### src/rtl/core/fwpi_pkg.sv
// Package for the four-wheel PI velocity controller.
// Holds the widths, register reset values, codes, the sequencer types and the rounding helper.
// Depends on nothing. All other files in rtl/core import it.
`timescale 1ns / 1ps

package fwpi_pkg;

  // Number of wheel slots in the stream payload. WHEEL_COUNT may use fewer.
  localparam int unsigned WheelSlots        = 4;
  localparam int unsigned WheelCountDefault = 4;

  // Field widths.
  localparam int unsigned VelW     = 16;  // Q7.8 setpoint, angle step, integral
  localparam int unsigned DutyW    = 15;
  localparam int unsigned InTdataW = 2 * WheelSlots * VelW;
  localparam int unsigned InTuserW = 2;
  localparam int unsigned OutTdataW = ((WheelSlots * DutyW + 7) / 8) * 8;

  // Datapath widths.
  localparam int unsigned ErrW   = 27;
  localparam int unsigned AccW   = 28;
  localparam int unsigned DriveW = 29;
  localparam int unsigned MulAW  = 29;
  localparam int unsigned MulBW  = 25;
  localparam int unsigned ProdW  = MulAW + MulBW;
  localparam int unsigned RndW   = ProdW - 15;

  localparam int signed DutyMax = 10000;

  // Configuration port.
  localparam int unsigned AddrW = 5;
  localparam int unsigned DataW = 32;

  typedef enum logic [2:0] {
    RegKp    = 3'd0,
    RegKi    = 3'd1,
    RegTick  = 3'd2,
    RegRate  = 3'd3,
    RegLimit = 3'd4,
    RegScale = 3'd5
  } reg_idx_e;

  localparam logic [15:0] KpReset    = 16'd1638;
  localparam logic [15:0] KiReset    = 16'd983;
  localparam logic [15:0] TickReset  = 16'd655;
  localparam logic [9:0]  RateReset  = 10'd100;
  localparam logic [14:0] LimitReset = 15'd2560;
  localparam logic [23:0] ScaleReset = 24'd85333;

  typedef struct packed {
    logic [15:0] kp_gain;
    logic [15:0] ki_gain;
    logic [15:0] tick_seconds;
    logic [9:0]  tick_rate_hz;
    logic [14:0] integral_limit;
    logic [23:0] duty_scale;
  } cfg_t;

  typedef enum logic [1:0] {
    ST_IDLE,
    ST_RUN,
    ST_FINISH
  } state_e;

  // Eight steps per wheel around the shared multiplier.
  typedef enum logic [2:0] {
    PH_PV,
    PH_ERR,
    PH_TS,
    PH_INT,
    PH_KI,
    PH_DRV,
    PH_DS,
    PH_DUTY
  } phase_e;

  // Divide by 2^16, rounding to nearest with ties toward plus infinity.
  function automatic logic signed [RndW-1:0] round_q16(input logic signed [ProdW-1:0] x);
    logic signed [ProdW:0] s;
    s = (ProdW+1)'(x) + (ProdW+1)'(32768);
    return s[ProdW:16];
  endfunction

endpackage

### src/rtl/core/fwpi_cfg_regs.sv
// Configuration register file of the four-wheel PI velocity controller.
// APB-style write and read port; presents the register values as one struct.
// Depends on fwpi_pkg.
`timescale 1ns / 1ps

module fwpi_cfg_regs (
  input  logic                        clk_i,
  input  logic                        rst_ni,
  input  logic                        psel,
  input  logic                        penable,
  input  logic                        pwrite,
  input  logic [fwpi_pkg::AddrW-1:0]  paddr,
  input  logic [fwpi_pkg::DataW-1:0]  pwdata,
  output logic [fwpi_pkg::DataW-1:0]  prdata,
  output logic                        pready,
  output fwpi_pkg::cfg_t              cfg_o
);
  import fwpi_pkg::*;

  cfg_t     cfg_q;
  reg_idx_e idx;
  logic     wr_en;

  assign pready = 1'b1;
  assign idx    = reg_idx_e'(paddr[AddrW-1:2]);
  assign wr_en  = psel && penable && pwrite && pready;
  assign cfg_o  = cfg_q;

  always_ff @(posedge clk_i or negedge rst_ni) begin
    if (!rst_ni) begin
      cfg_q.kp_gain        <= KpReset;
      cfg_q.ki_gain        <= KiReset;
      cfg_q.tick_seconds   <= TickReset;
      cfg_q.tick_rate_hz   <= RateReset;
      cfg_q.integral_limit <= LimitReset;
      cfg_q.duty_scale     <= ScaleReset;
    end else if (wr_en) begin
      unique case (idx)
        RegKp:    cfg_q.kp_gain        <= pwdata[15:0];
        RegKi:    cfg_q.ki_gain        <= pwdata[15:0];
        RegTick:  cfg_q.tick_seconds   <= pwdata[15:0];
        RegRate:  cfg_q.tick_rate_hz   <= pwdata[9:0];
        RegLimit: cfg_q.integral_limit <= pwdata[14:0];
        RegScale: cfg_q.duty_scale     <= pwdata[23:0];
        default: ;
      endcase
    end
  end

  always_comb begin
    unique case (idx)
      RegKp:    prdata = {16'd0, cfg_q.kp_gain};
      RegKi:    prdata = {16'd0, cfg_q.ki_gain};
      RegTick:  prdata = {16'd0, cfg_q.tick_seconds};
      RegRate:  prdata = {22'd0, cfg_q.tick_rate_hz};
      RegLimit: prdata = {17'd0, cfg_q.integral_limit};
      RegScale: prdata = {8'd0, cfg_q.duty_scale};
      default:  prdata = '0;
    endcase
  end

endmodule

### config.mk
export PLATFORM = sky130hd
export DESIGN_NAME = fwpi_cfg_regs
export DESIGN_NICKNAME = d
export VERILOG_FILES = /design/src/rtl/core/fwpi_pkg.sv /design/src/rtl/core/fwpi_cfg_regs.sv
export SDC_FILE = /design/constraint.sdc
export NUM_CORES = 1
export LEC_CHECK = 0
export BUFFER_PORTS_ARGS = -buffer_cell sky130_fd_sc_hd__buf_2
export CELL_PAD_IN_SITES_DETAIL_PLACEMENT = 1
export CELL_PAD_IN_SITES_GLOBAL_PLACEMENT = 1
export CORE_MARGIN = 2
export CORE_UTILIZATION = 40
export CTS_CLUSTER_DIAMETER = 30
export DETAILED_ROUTE_END_ITERATION = 10
export PLACE_DENSITY = 0.84
export RECOVER_POWER = 100
export SYNTH_ARGS = -nofsm -noshare
export SYNTH_HDL_FRONTEND = slang
export SYNTH_SLANG_ARGS = --single-unit
### constraint.sdc
create_clock -name clk_i -period 1.65 [get_ports clk_i]
set_input_delay 0.33 -clock clk_i [delete_from_list [all_inputs] [get_ports clk_i]]
set_output_delay 0.33 -clock clk_i [all_outputs]
set_load 0.01 [all_outputs]
==> report_table.html, run 1 <==
<table>
<tr><th>Metric</th><th>Value</th></tr>
<tr><th colspan="2">Clock network</th></tr>
<tr><td>Clock tree from TritonCTS</td><td>yes</td></tr>
<tr><td>Number of H-tree levels</td><td>3</td></tr>
<tr><td>Root buf cell</td><td>clkbuf_16</td></tr>
<tr><td>Clock sink total</td><td>97</td></tr>
<tr><td>CTS Hold Buffers Added</td><td>0</td></tr>
<tr><td>CTS buffer count</td><td>9</td></tr>
<tr><td>Clock transition at path regs</td><td>70 ps</td></tr>
<tr><td>Number of buffers on the longest clock path</td><td>2</td></tr>
<tr><td>Skew-Pair Late Insertion Delay</td><td>340 ps</td></tr>
<tr><th colspan="2">Logic synthesis</th></tr>
<tr><td>Number of synthesized flops with an enable pin</td><td>0</td></tr>
<tr><td>FF+latch count, synth</td><td>97</td></tr>
<tr><td>Dominant register cell in the synthesized netlist</td><td>dfrtp_1</td></tr>
<tr><td>Ys async rst share</td><td>1.00</td></tr>
<tr><td>Sequential share of the synthesized area</td><td>0.507</td></tr>
<tr><td>Yosys cell types</td><td>41</td></tr>
<tr><td>Per-instance average area after synthesis</td><td>14.5 sq um</td></tr>
<tr><td>Synth Cell Area</td><td>0.00487 sq mm</td></tr>
<tr><td>Synth Instances</td><td>336</td></tr>
<tr><td>Total number of yosys warnings</td><td>0</td></tr>
<tr><td>Area fraction of the dominant cell type after synthesis</td><td>0.324</td></tr>
<tr><td>Largest area contributor in the synthesized netlist</td><td>dfrtp_1</td></tr>
<tr><td>Biggest area contributors in the synthesized netlist</td><td>dfrtp_1 (32%), dfstp_2 (18%), mux2_2 (15%)</td></tr>
<tr><th colspan="2">Worst setup path</th></tr>
<tr><td>Critical path class</td><td>flop to output pin</td></tr>
<tr><td>Data arrival at the endpoint of the critical path</td><td>1480 ps</td></tr>
<tr><td>Required time of the critical path</td><td>1320 ps</td></tr>
<tr><td>Startpoint of the worst-slack reg-to-reg timing path</td><td>cfg_o[36]</td></tr>
<tr><td>Critical Path Fanout Max</td><td>2</td></tr>
<tr><td>Reg2Reg Setup Slack</td><td>610 ps</td></tr>
<tr><td>Reg-to-reg endpoint</td><td>cfg_o[36]</td></tr>
<tr><td>Critical Path Sink Type</td><td>output pin</td></tr>
<tr><td>Depth of the most critical reg-to-reg path</td><td>3</td></tr>
<tr><td>Critical path launch point type</td><td>flop</td></tr>
<tr><th colspan="2">Pwr</th></tr>
<tr><td>Switching share of power</td><td>0.294</td></tr>
<tr><td>Part of the total power dissipated in combinational logic</td><td>0.278</td></tr>
<tr><td>Leakage dissipation</td><td>3.11 nW</td></tr>
<tr><td>Reg power frac</td><td>0.428</td></tr>
<tr><td>Worst-case vdd ir drop</td><td>0.565 mV</td></tr>
<tr><td>Cell internal pwr</td><td>5.52 mW</td></tr>
<tr><td>Clock share of power</td><td>0.294</td></tr>
<tr><td>Net switching power</td><td>2.30 mW</td></tr>
<tr><td>Pwr per Cell Area</td><td>1210 mW/mm^2</td></tr>
<tr><th colspan="2">Drt</th></tr>
<tr><td>Routed vias</td><td>3655</td></tr>
<tr><td>Average detailed-routed wire length per instance</td><td>20.8 um</td></tr>
<tr><td>Iter 0 DRT Violations</td><td>128</td></tr>
<tr><td>Drt total wl</td><td>14600 um</td></tr>
<tr><td>Number of vias per cell</td><td>5.20</td></tr>
<tr><td>Drt first pass iters</td><td>4</td></tr>
<tr><td>Final antenna-violating net count</td><td>0</td></tr>
<tr><td>Residual DRC</td><td>0</td></tr>
<tr><th colspan="2">Timing</th></tr>
<tr><td>Max-slew violation total from the final report</td><td>0</td></tr>
<tr><td>Max Fclk</td><td>0.553 GHz</td></tr>
<tr><td>Setup repair after global routing missed its margin</td><td>true</td></tr>
<tr><td>Final period demand of the worst path</td><td>1810 ps</td></tr>
<tr><td>Slew at the pin closest to its max-slew limit</td><td>1310 ps</td></tr>
<tr><td>Crit path setup slack, layout</td><td>-159 ps</td></tr>
<tr><td>Ratio of final minimum period to clock period</td><td>1.10</td></tr>
<tr><td>Worst setup skew after layout</td><td>0 ps</td></tr>
<tr><td>Worst slew margin relative to its limit</td><td>0.129</td></tr>
<tr><td>Number of setup violations in the final report</td><td>16</td></tr>
<tr><td>Hold Vio Cnt, Final</td><td>0</td></tr>
<tr><th colspan="2">Finish</th></tr>
<tr><td>Most common library cell in the layout ignoring fill and taps</td><td>buf_2</td></tr>
<tr><td>Fillers</td><td>1314</td></tr>
<tr><td>Final layout net count</td><td>593</td></tr>
<tr><td>Fraction of final layout cells sized beyond drive strength 1</td><td>0.586</td></tr>
<tr><td>Most used cells in the layout excluding fill and tap cells</td><td>buf_2 (92), clkbuf_1 (64), dfrtp_1 (63)</td></tr>
<tr><td>Number of diodes added for antenna fixing</td><td>0</td></tr>
<tr><td>Area grow syn2layout</td><td>32.4%</td></tr>
<tr><td>Max reg flops</td><td>97</td></tr>
<tr><td>Post-Layout Inst Area</td><td>0.00645 sq mm</td></tr>
<tr><th colspan="2">Placed design</th></tr>
<tr><td>Post-detailed-placement cell area</td><td>0.00606 sq mm</td></tr>
<tr><td>Pre-CTS worst setup slack</td><td>-159 ps</td></tr>
<tr><td>Number of buffer cells added on primary ports</td><td>152</td></tr>
<tr><td>Gpl congestion</td><td>0.782</td></tr>
<tr><td>HPWL after DPL</td><td>9830 um</td></tr>
<tr><th colspan="2">Global route</th></tr>
<tr><td>Number of antenna violations at the first check in global routing</td><td>0</td></tr>
<tr><td>Overall overflow remaining after global route</td><td>0</td></tr>
<tr><td>Global-route wire length before repair</td><td>22200 um</td></tr>
<tr><td>Vias in the first global route</td><td>3938</td></tr>
<tr><td>Total GRT Usage</td><td>0.226</td></tr>
<tr><td>Largest net degree at the start of global routing</td><td>98</td></tr>
<tr><th colspan="2">Floorplanning</th></tr>
<tr><td>Width of the die</td><td>114 um</td></tr>
<tr><td>Initial core utilization</td><td>0.407</td></tr>
<tr><td>DIE AREA</td><td>0.0131 sq mm</td></tr>
<tr><td>Area of the core region</td><td>0.0120 sq mm</td></tr>
<tr><td>Standard-cell rows</td><td>40</td></tr>
<tr><td>Vertical extent of the die</td><td>114 um</td></tr>
<tr><td>Count of boundary I/O pins</td><td>172</td></tr>
<tr><th colspan="2">Job</th></tr>
<tr><td>MaxCap Viol Count</td><td>0</td></tr>
<tr><th colspan="2">Worst hold path</th></tr>
<tr><td>Cell depth of the worst hold path</td><td>2</td></tr>
<tr><td>Min-Delay Endpoint</td><td>cfg_o[18]</td></tr>
<tr><td>Source of the worst hold timing path</td><td>pwdata[18]</td></tr>
<tr><td>Min-delay worst type</td><td>primary input to flop</td></tr>
<tr><th colspan="2">Status</th></tr>
<tr><td>Failing checks</td><td>setup timing</td></tr>
<tr><td>Result of the run</td><td>complete, but fails checks</td></tr>
</table>
cells in the mapped netlist, drive strengths merged, types with 2 or more instances:
| cell | instances |
|---|---|
| mux2 | 107 |
| dfrtp | 63 |
| dfstp | 34 |
| buf | 25 |
| mux2i | 19 |
| nor2 | 13 |
| and3 | 8 |
| a21oi | 6 |
| nand2 | 6 |
| nand2b | 5 |
| o21ai | 5 |
| clkbuf | 4 |
| nand3 | 4 |
| a221o | 3 |
| a221oi | 3 |
| a31oi | 3 |
| o22ai | 3 |
| a211o | 2 |
| a22oi | 2 |
| a2bb2oi | 2 |
| conb | 2 |
| mux4 | 2 |
| nor2b | 2 |
| nor3b | 2 |
| o31ai | 2 |
power groups by stage:
stage	Combinational, mW	Clock [mW]	Sequential, mW
2_1_floorplan	0.876	0	3.53
3_3_place_gp	1.88	0	3.34
3_5_place_dp	1.95	0	3.39
4_1_cts	2.20	2.36	3.33
5_1_grt	2.35	2.45	3.41
6_report	2.17	2.30	3.34
layer usage:
metal	GRT usage	wire length (um)
met5	0	0
met4	0.0756	335
met2	0.397	7610
met1	0.280	6050
met3	0.0418	602
how the worst max path moves through the flow:
stage | start | end | cells past startpoint
floorplan | paddr[3] | prdata[3] | 5
global placement | paddr[2] | cfg_o[24] | 6
detailed placement | paddr[2] | cfg_o[27] | 6
CTS | cfg_o[42] | prdata[3] | 3
global route | cfg_o[42] | prdata[3] | 3
finish | cfg_o[42] | prdata[3] | 3
worst max-delay path: stages (launching register included):
cell       delay, ps
dfrtp_1          380
mux4_2           480
o2bb2ai_2        140
buf_2            140
metrics by stage:
stage	cells	utilization	hold slack [ps]	TNS (ps)	total power [mW]
6_report	703	0.539	197	-1490	7.82
5_1_grt	703	0.539	205	-3230	8.20
4_1_cts	694	0.558	52.4	-1220	7.89
3_5_place_dp	653	0.507	426	-7830	5.34
3_3_place_gp	653	0.507	419	-5390	5.22
2_1_floorplan	343	-	34.4	0	4.41
final cells by class:
| class | instances | area [sq um] | area share |
|---|---|---|---|
| Sequential cell | 97 | 2470 | 0.383 |
| Clock inverter | 5 | 77.6 | 0.0120 |
| Multi-Input combinational cell | 215 | 2170 | 0.336 |
| Timing Repair Buffer | 226 | 1290 | 0.200 |
| Inverter | 2 | 7.51 | 0.00116 |
| Tap cell | 147 | 184 | 0.0285 |
| Clock buffer | 11 | 253 | 0.0392 |
cells by family after synthesis:
| group | share of synthesized area |
|---|---|
| other cells | 0.00154 |
| compound gates | 0.0491 |
| simple gates | 0.0719 |
| buf+inv | 0.0516 |
| mux | 0.319 |
| flops | 0.507 |
timing repair:
item	CTS	global route
pin swaps	7	8
setup endpoints to repair	21	20
resized for setup	22	13
gates cloned	1	1
buffers inserted	24	8
No activity file was read; power rests on OpenSTA's default activity.
==> run 2: changes to the inputs <==
--- a/config.mk
+++ b/config.mk
@@ -5,14 +5,14 @@
 export SDC_FILE = /design/constraint.sdc
 export NUM_CORES = 1
 export LEC_CHECK = 0
-export BUFFER_PORTS_ARGS = -buffer_cell sky130_fd_sc_hd__buf_2
 export CELL_PAD_IN_SITES_DETAIL_PLACEMENT = 1
 export CELL_PAD_IN_SITES_GLOBAL_PLACEMENT = 1
 export CORE_MARGIN = 2
-export CORE_UTILIZATION = 40
+export CORE_UTILIZATION = 50
 export CTS_CLUSTER_DIAMETER = 30
 export DETAILED_ROUTE_END_ITERATION = 10
-export PLACE_DENSITY = 0.84
+export DONT_BUFFER_PORTS = 1
+export PLACE_DENSITY = 0.82
 export RECOVER_POWER = 100
 export SYNTH_ARGS = -nofsm -noshare
 export SYNTH_HDL_FRONTEND = slang
==> run 2 against run 1 <==
  * The flow finishes with violations (hold timing, setup timing)
  * Flip-flop and latch count stayed put
  * Total power is 20% lower
  * Core utilization is 0.36 points lower
  * Critical path depth stayed put
  * Fmax is 0.30% lower
  * Register-to-register slack better by 140 ps
  * First-iteration DRC count is 70% lower
  * Combinational power is 56% lower
  * Setup slack worse by 5.5 ps
  * Design area is 20% lower
  * Clock-buffer cell count is 1 higher
  * Critical endpoint is now prdata[6]
  * Highest routed layer unchanged
==> report_table.html, run 2 (same netlist as run 1, synthesis figures left out) <==
<table>
<tr><th>Metric</th><th>Value</th></tr>
<tr><th colspan="2">Finish</th></tr>
<tr><td>Non-filler cells, final</td><td>475</td></tr>
<tr><td>Share of the core filled with cells in the final layout</td><td>0.536</td></tr>
<tr><td>Area used by multi-input combinational logic</td><td>0.00220 sq mm</td></tr>
<tr><td>Fillers</td><td>959</td></tr>
<tr><td>Combined flip-flop and latch cell area</td><td>0.00247 sq mm</td></tr>
<tr><td>Max reg flops</td><td>97</td></tr>
<tr><td>Most common library cell in the layout ignoring fill and taps</td><td>mux2_2</td></tr>
<tr><td>Area grow syn2layout</td><td>5.52%</td></tr>
<tr><td>Most used cells in the layout excluding fill and tap cells</td><td>mux2_2 (62), dfrtp_1 (61), mux2_1 (29)</td></tr>
<tr><td>Number of diodes added for antenna fixing</td><td>0</td></tr>
<tr><td>Final layout net count</td><td>379</td></tr>
<tr><td>Fraction of final layout cells sized beyond drive strength 1</td><td>0.406</td></tr>
<tr><th colspan="2">Clock network</th></tr>
<tr><td>Number of post-CTS setup repair buffers</td><td>0</td></tr>
<tr><td>Number of H-tree levels</td><td>3</td></tr>
<tr><td>Skew-Pair Late Insertion Delay</td><td>370 ps</td></tr>
<tr><td>Root buf cell</td><td>clkbuf_8</td></tr>
<tr><td>Clock sink total</td><td>97</td></tr>
<tr><td>Clock transition at path regs</td><td>100 ps</td></tr>
<tr><td>Clock tree from TritonCTS</td><td>yes</td></tr>
<tr><td>CTS buffer count</td><td>9</td></tr>
<tr><td>Number of buffers on the longest clock path</td><td>2</td></tr>
<tr><th colspan="2">Floorplanning</th></tr>
<tr><td>Count of boundary I/O pins</td><td>172</td></tr>
<tr><td>Initial core utilization</td><td>0.508</td></tr>
<tr><td>DIE AREA</td><td>0.0105 sq mm</td></tr>
<tr><td>Vertical extent of the die</td><td>103 um</td></tr>
<tr><td>Area of the core region</td><td>0.00959 sq mm</td></tr>
<tr><td>Standard-cell rows</td><td>36</td></tr>
<tr><td>Width of the die</td><td>103 um</td></tr>
<tr><th colspan="2">Placed design</th></tr>
<tr><td>HPWL after DPL</td><td>7950 um</td></tr>
<tr><td>Cell total after placement</td><td>459</td></tr>
<tr><td>Number of buffer cells added on primary ports</td><td>0</td></tr>
<tr><td>Gpl congestion</td><td>0.744</td></tr>
<tr><td>Pre-CTS worst setup slack</td><td>38.7 ps</td></tr>
<tr><th colspan="2">Pwr</th></tr>
<tr><td>Clock share of power</td><td>0.266</td></tr>
<tr><td>Part of the total power dissipated in combinational logic</td><td>0.151</td></tr>
<tr><td>Cell internal pwr</td><td>4.36 mW</td></tr>
<tr><td>Pwr per Cell Area</td><td>1210 mW/mm^2</td></tr>
<tr><td>Reg power frac</td><td>0.582</td></tr>
<tr><td>Leakage dissipation</td><td>2.25 nW</td></tr>
<tr><td>Switching share of power</td><td>0.301</td></tr>
<tr><td>Net switching power</td><td>1.88 mW</td></tr>
<tr><td>Worst-case vdd ir drop</td><td>0.692 mV</td></tr>
<tr><th colspan="2">Drt</th></tr>
<tr><td>Number of vias per cell</td><td>5.93</td></tr>
<tr><td>Routed vias</td><td>2818</td></tr>
<tr><td>Drt first pass iters</td><td>3</td></tr>
<tr><td>Final antenna-violating net count</td><td>0</td></tr>
<tr><td>Residual DRC</td><td>0</td></tr>
<tr><td>Iter 0 DRT Violations</td><td>39</td></tr>
<tr><td>Average detailed-routed wire length per instance</td><td>25.3 um</td></tr>
<tr><td>Drt total wl</td><td>12000 um</td></tr>
<tr><th colspan="2">Global route</th></tr>
<tr><td>Global-route wire length before repair</td><td>17800 um</td></tr>
<tr><td>Total GRT Usage</td><td>0.231</td></tr>
<tr><td>Largest net degree at the start of global routing</td><td>98</td></tr>
<tr><td>Vias in the first global route</td><td>3002</td></tr>
<tr><td>Overall overflow remaining after global route</td><td>0</td></tr>
<tr><td>Number of antenna violations at the first check in global routing</td><td>0</td></tr>
<tr><th colspan="2">Worst setup path</th></tr>
<tr><td>Cell-by-cell trace of the critical path</td><td>mux2_4 &gt; a221oi_2 &gt; a31oi_2</td></tr>
<tr><td>Critical path launch point type</td><td>flop</td></tr>
<tr><td>CP Depth</td><td>3</td></tr>
<tr><td>Depth of the most critical reg-to-reg path</td><td>1</td></tr>
<tr><td>Data arrival at the endpoint of the critical path</td><td>1480 ps</td></tr>
<tr><td>Critical Path Fanout Max</td><td>3</td></tr>
<tr><td>Critical path class</td><td>flop to output pin</td></tr>
<tr><td>Worst-path cell with the longest stage delay</td><td>dfrtp_2</td></tr>
<tr><td>Required time of the critical path</td><td>1320 ps</td></tr>
<tr><td>Reg2Reg Setup Slack</td><td>750 ps</td></tr>
<tr><td>Maximum single-stage delay on the critical path</td><td>470 ps</td></tr>
<tr><td>Family with the most delay on the worst path</td><td>flip-flops</td></tr>
<tr><td>Critical Path Sink Type</td><td>output pin</td></tr>
<tr><td>Count of buffering cells on the critical path with inverters included</td><td>0</td></tr>
<tr><th colspan="2">Status</th></tr>
<tr><td>Failing checks</td><td>hold timing, setup timing</td></tr>
<tr><td>Result of the run</td><td>complete, but fails checks</td></tr>
<tr><th colspan="2">Timing</th></tr>
<tr><td>Final period demand of the worst path</td><td>1810 ps</td></tr>
<tr><td>Hold Vio Cnt, Final</td><td>97</td></tr>
<tr><td>Number of setup violations in the final report</td><td>13</td></tr>
<tr><td>Ratio of final minimum period to clock period</td><td>1.10</td></tr>
<tr><td>Setup repair after global routing missed its margin</td><td>true</td></tr>
<tr><td>Slew at the pin closest to its max-slew limit</td><td>641 ps</td></tr>
<tr><td>Hold Slack</td><td>-360 ps</td></tr>
<tr><td>Worst setup skew after layout</td><td>0 ps</td></tr>
<tr><td>Max Fclk</td><td>0.551 GHz</td></tr>
<tr><td>Crit path setup slack, layout</td><td>-164 ps</td></tr>
<tr><td>Worst slew margin relative to its limit</td><td>0.572</td></tr>
<tr><td>Max-slew violation total from the final report</td><td>0</td></tr>
<tr><th colspan="2">Worst hold path</th></tr>
<tr><td>Min-delay worst type</td><td>primary input to asynchronous set/reset pin</td></tr>
<tr><th colspan="2">Job</th></tr>
<tr><td>MaxCap Viol Count</td><td>0</td></tr>
</table>
[run 2: cell types whose count changed in the layout (fill, tap and decap cells not counted), moves of 4 or more]
cell       delta
mux2_4       -18
mux2_1       +17
clkbuf_4      -4
clkbuf_16    -10
buf_2        -92
buf_4        -47
clkbuf_8      +7
dfstp_1      +22
clkbuf_1     -59
dfstp_2      -22
[run 2: what timing repair did]
action / CTS / global route
pin swaps: 13 / 5
gates resized for setup: 31 / 6
endpoints found under the hold margin: 97 / 97
setup endpoints to repair: 15 / 15
[run 2: final cells by class]
class	instances	share of cell area
multi-input cells	215	0.428
flip-flops and latches	97	0.481
well taps	133	0.0324
clock inverters	4	0.0136
clock buffers	12	0.0263
inverters	2	0.00146
repair buffers	12	0.0170
[run 2: worst paths after layout]
kind                             endpoint       from
worst max-delay path            prdata[6]  cfg_o[55]
worst min-delay path            cfg_o[30]     rst_ni
worst max register to register  cfg_o[61]  cfg_o[61]
worst min register to register  cfg_o[18]  cfg_o[18]
max in group asynchronous       cfg_o[67]     rst_ni
min in group clk_i              cfg_o[57]  pwdata[8]
[run 2: metal layers]
metal / vias up / routed length, um / track usage
met5: - / 0 / 0
met4: 0 / 198 / 0.0779
met3: 15 / 893 / 0.0793
met2: 100 / 5970 / 0.382
met1: 1495 / 4970 / 0.285
li1: 1208 / - / -
[run 2: stage by stage]
step | instance area [sq um] | power [mW] | setup TNS [ps]
2_1_floorplan | 4900 | 4.41 | 0
3_3_place_gp | 5000 | 4.57 | 0
3_5_place_dp | 5000 | 4.66 | 0
4_1_cts | 5340 | 6.42 | -1570
5_1_grt | 5140 | 6.55 | -3370
6_report | 5140 | 6.24 | -1520
[run 2: power groups by stage]
stage / sequential, mW / combinational, mW / clock, mW
CTS: 3.69 / 1.02 / 1.71
detailed placement: 3.72 / 0.939 / 0
global route: 3.72 / 1.03 / 1.80
global placement: 3.68 / 0.886 / 0
floorplan: 3.53 / 0.876 / 0
finish: 3.64 / 0.945 / 1.66
==> run 3: changes to the inputs <==
--- a/config.mk
+++ b/config.mk
@@ -7,6 +7,7 @@
 export LEC_CHECK = 0
 export CELL_PAD_IN_SITES_DETAIL_PLACEMENT = 1
 export CELL_PAD_IN_SITES_GLOBAL_PLACEMENT = 1
+export CORE_ASPECT_RATIO = 0.75
 export CORE_MARGIN = 2
 export CORE_UTILIZATION = 50
 export CTS_CLUSTER_DIAMETER = 30
==> run 3 against run 2 <==
  * The flow still finishes with violations (hold timing, setup timing)
  * Non-clock buffer count rose by 4
  * Fmax grew 1.1%
  * Hold slack better by 39 ps
  * Die area hardly changed
  * Design area up 6.7%
  * Sequential share of layout area decreased by 2.9 points
  * Core utilization grew 3.7 points
  * Total power up 7.7%
==> report_table.html, run 3 (same netlist as run 1, synthesis figures left out) <==
<table>
<tr><th>Metric</th><th>Value</th></tr>
<tr><th colspan="2">Global route</th></tr>
<tr><td>Total GRT Usage</td><td>0.239</td></tr>
<tr><td>Vias in the first global route</td><td>3134</td></tr>
<tr><td>Largest net degree at the start of global routing</td><td>98</td></tr>
<tr><td>Overall overflow remaining after global route</td><td>0</td></tr>
<tr><td>Number of antenna violations at the first check in global routing</td><td>0</td></tr>
<tr><td>Global-route wire length before repair</td><td>18700 um</td></tr>
<tr><th colspan="2">Floorplanning</th></tr>
<tr><td>Count of boundary I/O pins</td><td>172</td></tr>
<tr><td>Area of the core region</td><td>0.00958 sq mm</td></tr>
<tr><td>Width of the die</td><td>118 um</td></tr>
<tr><td>DIE AREA</td><td>0.0106 sq mm</td></tr>
<tr><td>Vertical extent of the die</td><td>89.5 um</td></tr>
<tr><td>Standard-cell rows</td><td>31</td></tr>
<tr><td>Initial core utilization</td><td>0.508</td></tr>
<tr><th colspan="2">Timing</th></tr>
<tr><td>Max-slew violation total from the final report</td><td>0</td></tr>
<tr><td>Setup repair after global routing missed its margin</td><td>true</td></tr>
<tr><td>Hold Slack</td><td>-320 ps</td></tr>
<tr><td>Ratio of final minimum period to clock period</td><td>1.09</td></tr>
<tr><td>Crit path setup slack, layout</td><td>-145 ps</td></tr>
<tr><td>Final period demand of the worst path</td><td>1790 ps</td></tr>
<tr><td>Slew at the pin closest to its max-slew limit</td><td>737 ps</td></tr>
<tr><td>Worst slew margin relative to its limit</td><td>0.508</td></tr>
<tr><td>Worst setup skew after layout</td><td>0 ps</td></tr>
<tr><td>Number of setup violations in the final report</td><td>13</td></tr>
<tr><td>Max Fclk</td><td>0.557 GHz</td></tr>
<tr><td>Hold Vio Cnt, Final</td><td>97</td></tr>
<tr><th colspan="2">Drt</th></tr>
<tr><td>Residual DRC</td><td>0</td></tr>
<tr><td>Final antenna-violating net count</td><td>0</td></tr>
<tr><td>Number of vias per cell</td><td>5.97</td></tr>
<tr><td>Average detailed-routed wire length per instance</td><td>25.7 um</td></tr>
<tr><td>Drt total wl</td><td>12300 um</td></tr>
<tr><td>Drt first pass iters</td><td>4</td></tr>
<tr><td>Routed vias</td><td>2856</td></tr>
<tr><td>Iter 0 DRT Violations</td><td>132</td></tr>
<tr><th colspan="2">Clock network</th></tr>
<tr><td>Root buf cell</td><td>clkbuf_16</td></tr>
<tr><td>Skew-Pair Late Insertion Delay</td><td>340 ps</td></tr>
<tr><td>CTS buffer count</td><td>9</td></tr>
<tr><td>Clock tree from TritonCTS</td><td>yes</td></tr>
<tr><td>Number of post-CTS setup repair buffers</td><td>0</td></tr>
<tr><td>Number of buffers on the longest clock path</td><td>2</td></tr>
<tr><td>Clock sink total</td><td>97</td></tr>
<tr><td>Number of H-tree levels</td><td>3</td></tr>
<tr><td>Clock transition at path regs</td><td>70 ps</td></tr>
<tr><th colspan="2">Pwr</th></tr>
<tr><td>Reg power frac</td><td>0.551</td></tr>
<tr><td>Net switching power</td><td>1.98 mW</td></tr>
<tr><td>Part of the total power dissipated in combinational logic</td><td>0.155</td></tr>
<tr><td>Pwr per Cell Area</td><td>1230 mW/mm^2</td></tr>
<tr><td>Leakage dissipation</td><td>2.41 nW</td></tr>
<tr><td>Switching share of power</td><td>0.295</td></tr>
<tr><td>Worst-case vdd ir drop</td><td>0.760 mV</td></tr>
<tr><td>Clock share of power</td><td>0.295</td></tr>
<tr><td>Cell internal pwr</td><td>4.74 mW</td></tr>
<tr><th colspan="2">Worst setup path</th></tr>
<tr><td>Reg2Reg Setup Slack</td><td>770 ps</td></tr>
<tr><td>Data arrival at the endpoint of the critical path</td><td>1460 ps</td></tr>
<tr><td>Critical Path Fanout Max</td><td>3</td></tr>
<tr><td>Critical path class</td><td>flop to output pin</td></tr>
<tr><td>Critical path launch point type</td><td>flop</td></tr>
<tr><td>Required time of the critical path</td><td>1320 ps</td></tr>
<tr><td>Critical Path Sink Type</td><td>output pin</td></tr>
<tr><th colspan="2">Status</th></tr>
<tr><td>Result of the run</td><td>complete, but fails checks</td></tr>
<tr><td>Failing checks</td><td>hold timing, setup timing</td></tr>
<tr><th colspan="2">Finish</th></tr>
<tr><td>Max reg flops</td><td>97</td></tr>
<tr><td>Area used by multi-input combinational logic</td><td>0.00234 sq mm</td></tr>
<tr><td>Number of diodes added for antenna fixing</td><td>0</td></tr>
<tr><td>Area grow syn2layout</td><td>12.6%</td></tr>
<tr><td>Most used cells in the layout excluding fill and tap cells</td><td>mux2_2 (63), dfrtp_1 (56), dfstp_2 (34)</td></tr>
<tr><td>Fillers</td><td>925</td></tr>
<tr><td>Combined flip-flop and latch cell area</td><td>0.00248 sq mm</td></tr>
<tr><td>Non-filler cells, final</td><td>478</td></tr>
<tr><td>Post-Layout Inst Area</td><td>0.00548 sq mm</td></tr>
<tr><td>Final layout net count</td><td>383</td></tr>
<tr><td>Most common library cell in the layout ignoring fill and taps</td><td>mux2_2</td></tr>
<tr><td>Fraction of final layout cells sized beyond drive strength 1</td><td>0.575</td></tr>
<tr><th colspan="2">Job</th></tr>
<tr><td>MaxCap Viol Count</td><td>0</td></tr>
<tr><th colspan="2">Placed design</th></tr>
<tr><td>HPWL after DPL</td><td>8180 um</td></tr>
<tr><td>Gpl congestion</td><td>0.758</td></tr>
<tr><td>Number of buffer cells added on primary ports</td><td>0</td></tr>
<tr><td>Post-detailed-placement cell area</td><td>0.00504 sq mm</td></tr>
<tr><td>Cell total after placement</td><td>462</td></tr>
<tr><th colspan="2">Worst hold path</th></tr>
<tr><td>Min-delay worst type</td><td>primary input to asynchronous set/reset pin</td></tr>
</table>
==> run 3: changes by cell type in the layout (fill, tap and decap cells not counted), moves of 6 or more <==
| cell | delta |
|---|---|
| clkbuf_16 | +9 |
| buf_12 | +6 |
| mux2_1 | -18 |
| dfstp_1 | -23 |
| dfstp_2 | +23 |
| mux2_4 | +17 |
| clkbuf_8 | -7 |
==> run 3: cell type report <==
cell class              instances  area share
repair buffers                 16      0.0372
clock buffers                  12      0.0468
multi-input cells             215       0.428
inverters                       2     0.00137
well taps                     132      0.0301
clock inverters                 4     0.00502
flip-flops and latches         97       0.452
==> run 3: metal layers <==
| metal | share of wire | track usage |
|---|---|---|
| met2 | 0.48 | 0.399 |
| met3 | 0.090 | 0.103 |
| met4 | 0.011 | 0.0657 |
| met1 | 0.42 | 0.288 |
| met5 | 0 | 0 |
==> run 3: worst max-delay path, cell delays in order, from the launching register on <==
cell,delay [ps]
dfrtp_2,440
mux2_4,290
a221oi_4,320
a31oi_4,70
==> run 3: what timing repair did <==
item                                    in CTS  in global routing
pin swaps                                   11                  7
gates resized for setup                     26                 14
endpoints found under the setup margin      13                 16
endpoints found under the hold margin       97                 97
==> run 3: worst paths after layout <==
kind,start,to,cells after the start
worst max-delay path,cfg_o[55],prdata[6],3
worst min-delay path,rst_ni,cfg_o[92],0
worst max register to register,cfg_o[30],cfg_o[30],1
worst min register to register,cfg_o[20],cfg_o[20],1
max in group asynchronous,rst_ni,cfg_o[52],0
min in group clk_i,pwdata[19],cfg_o[19],1
==> run 3: power groups by stage <==
stage	Sequential, mW	Clock (mW)	Combinational (mW)
floorplan	3.53	0	0.876
global placement	3.69	0	0.881
detailed placement	3.72	0	0.941
CTS	3.70	2.02	1.01
global route	3.78	2.13	1.12
finish	3.70	1.98	1.04
==> run 3: stage by stage <==
step | setup TNS, ps | power, mW | hold WS, ps | util | setup WS, ps
final | -821 | 6.72 | -320 | 0.572 | -145
after global placement | 0 | 4.57 | 36.5 | 0.526 | 160
after CTS | -987 | 6.73 | -333 | 0.567 | -127
after global routing | -1620 | 7.03 | -345 | 0.572 | -184
after detailed placement | 0 | 4.67 | 36.7 | 0.526 | 64.2
after floorplan | 0 | 4.41 | 34.4 | - | 11.6
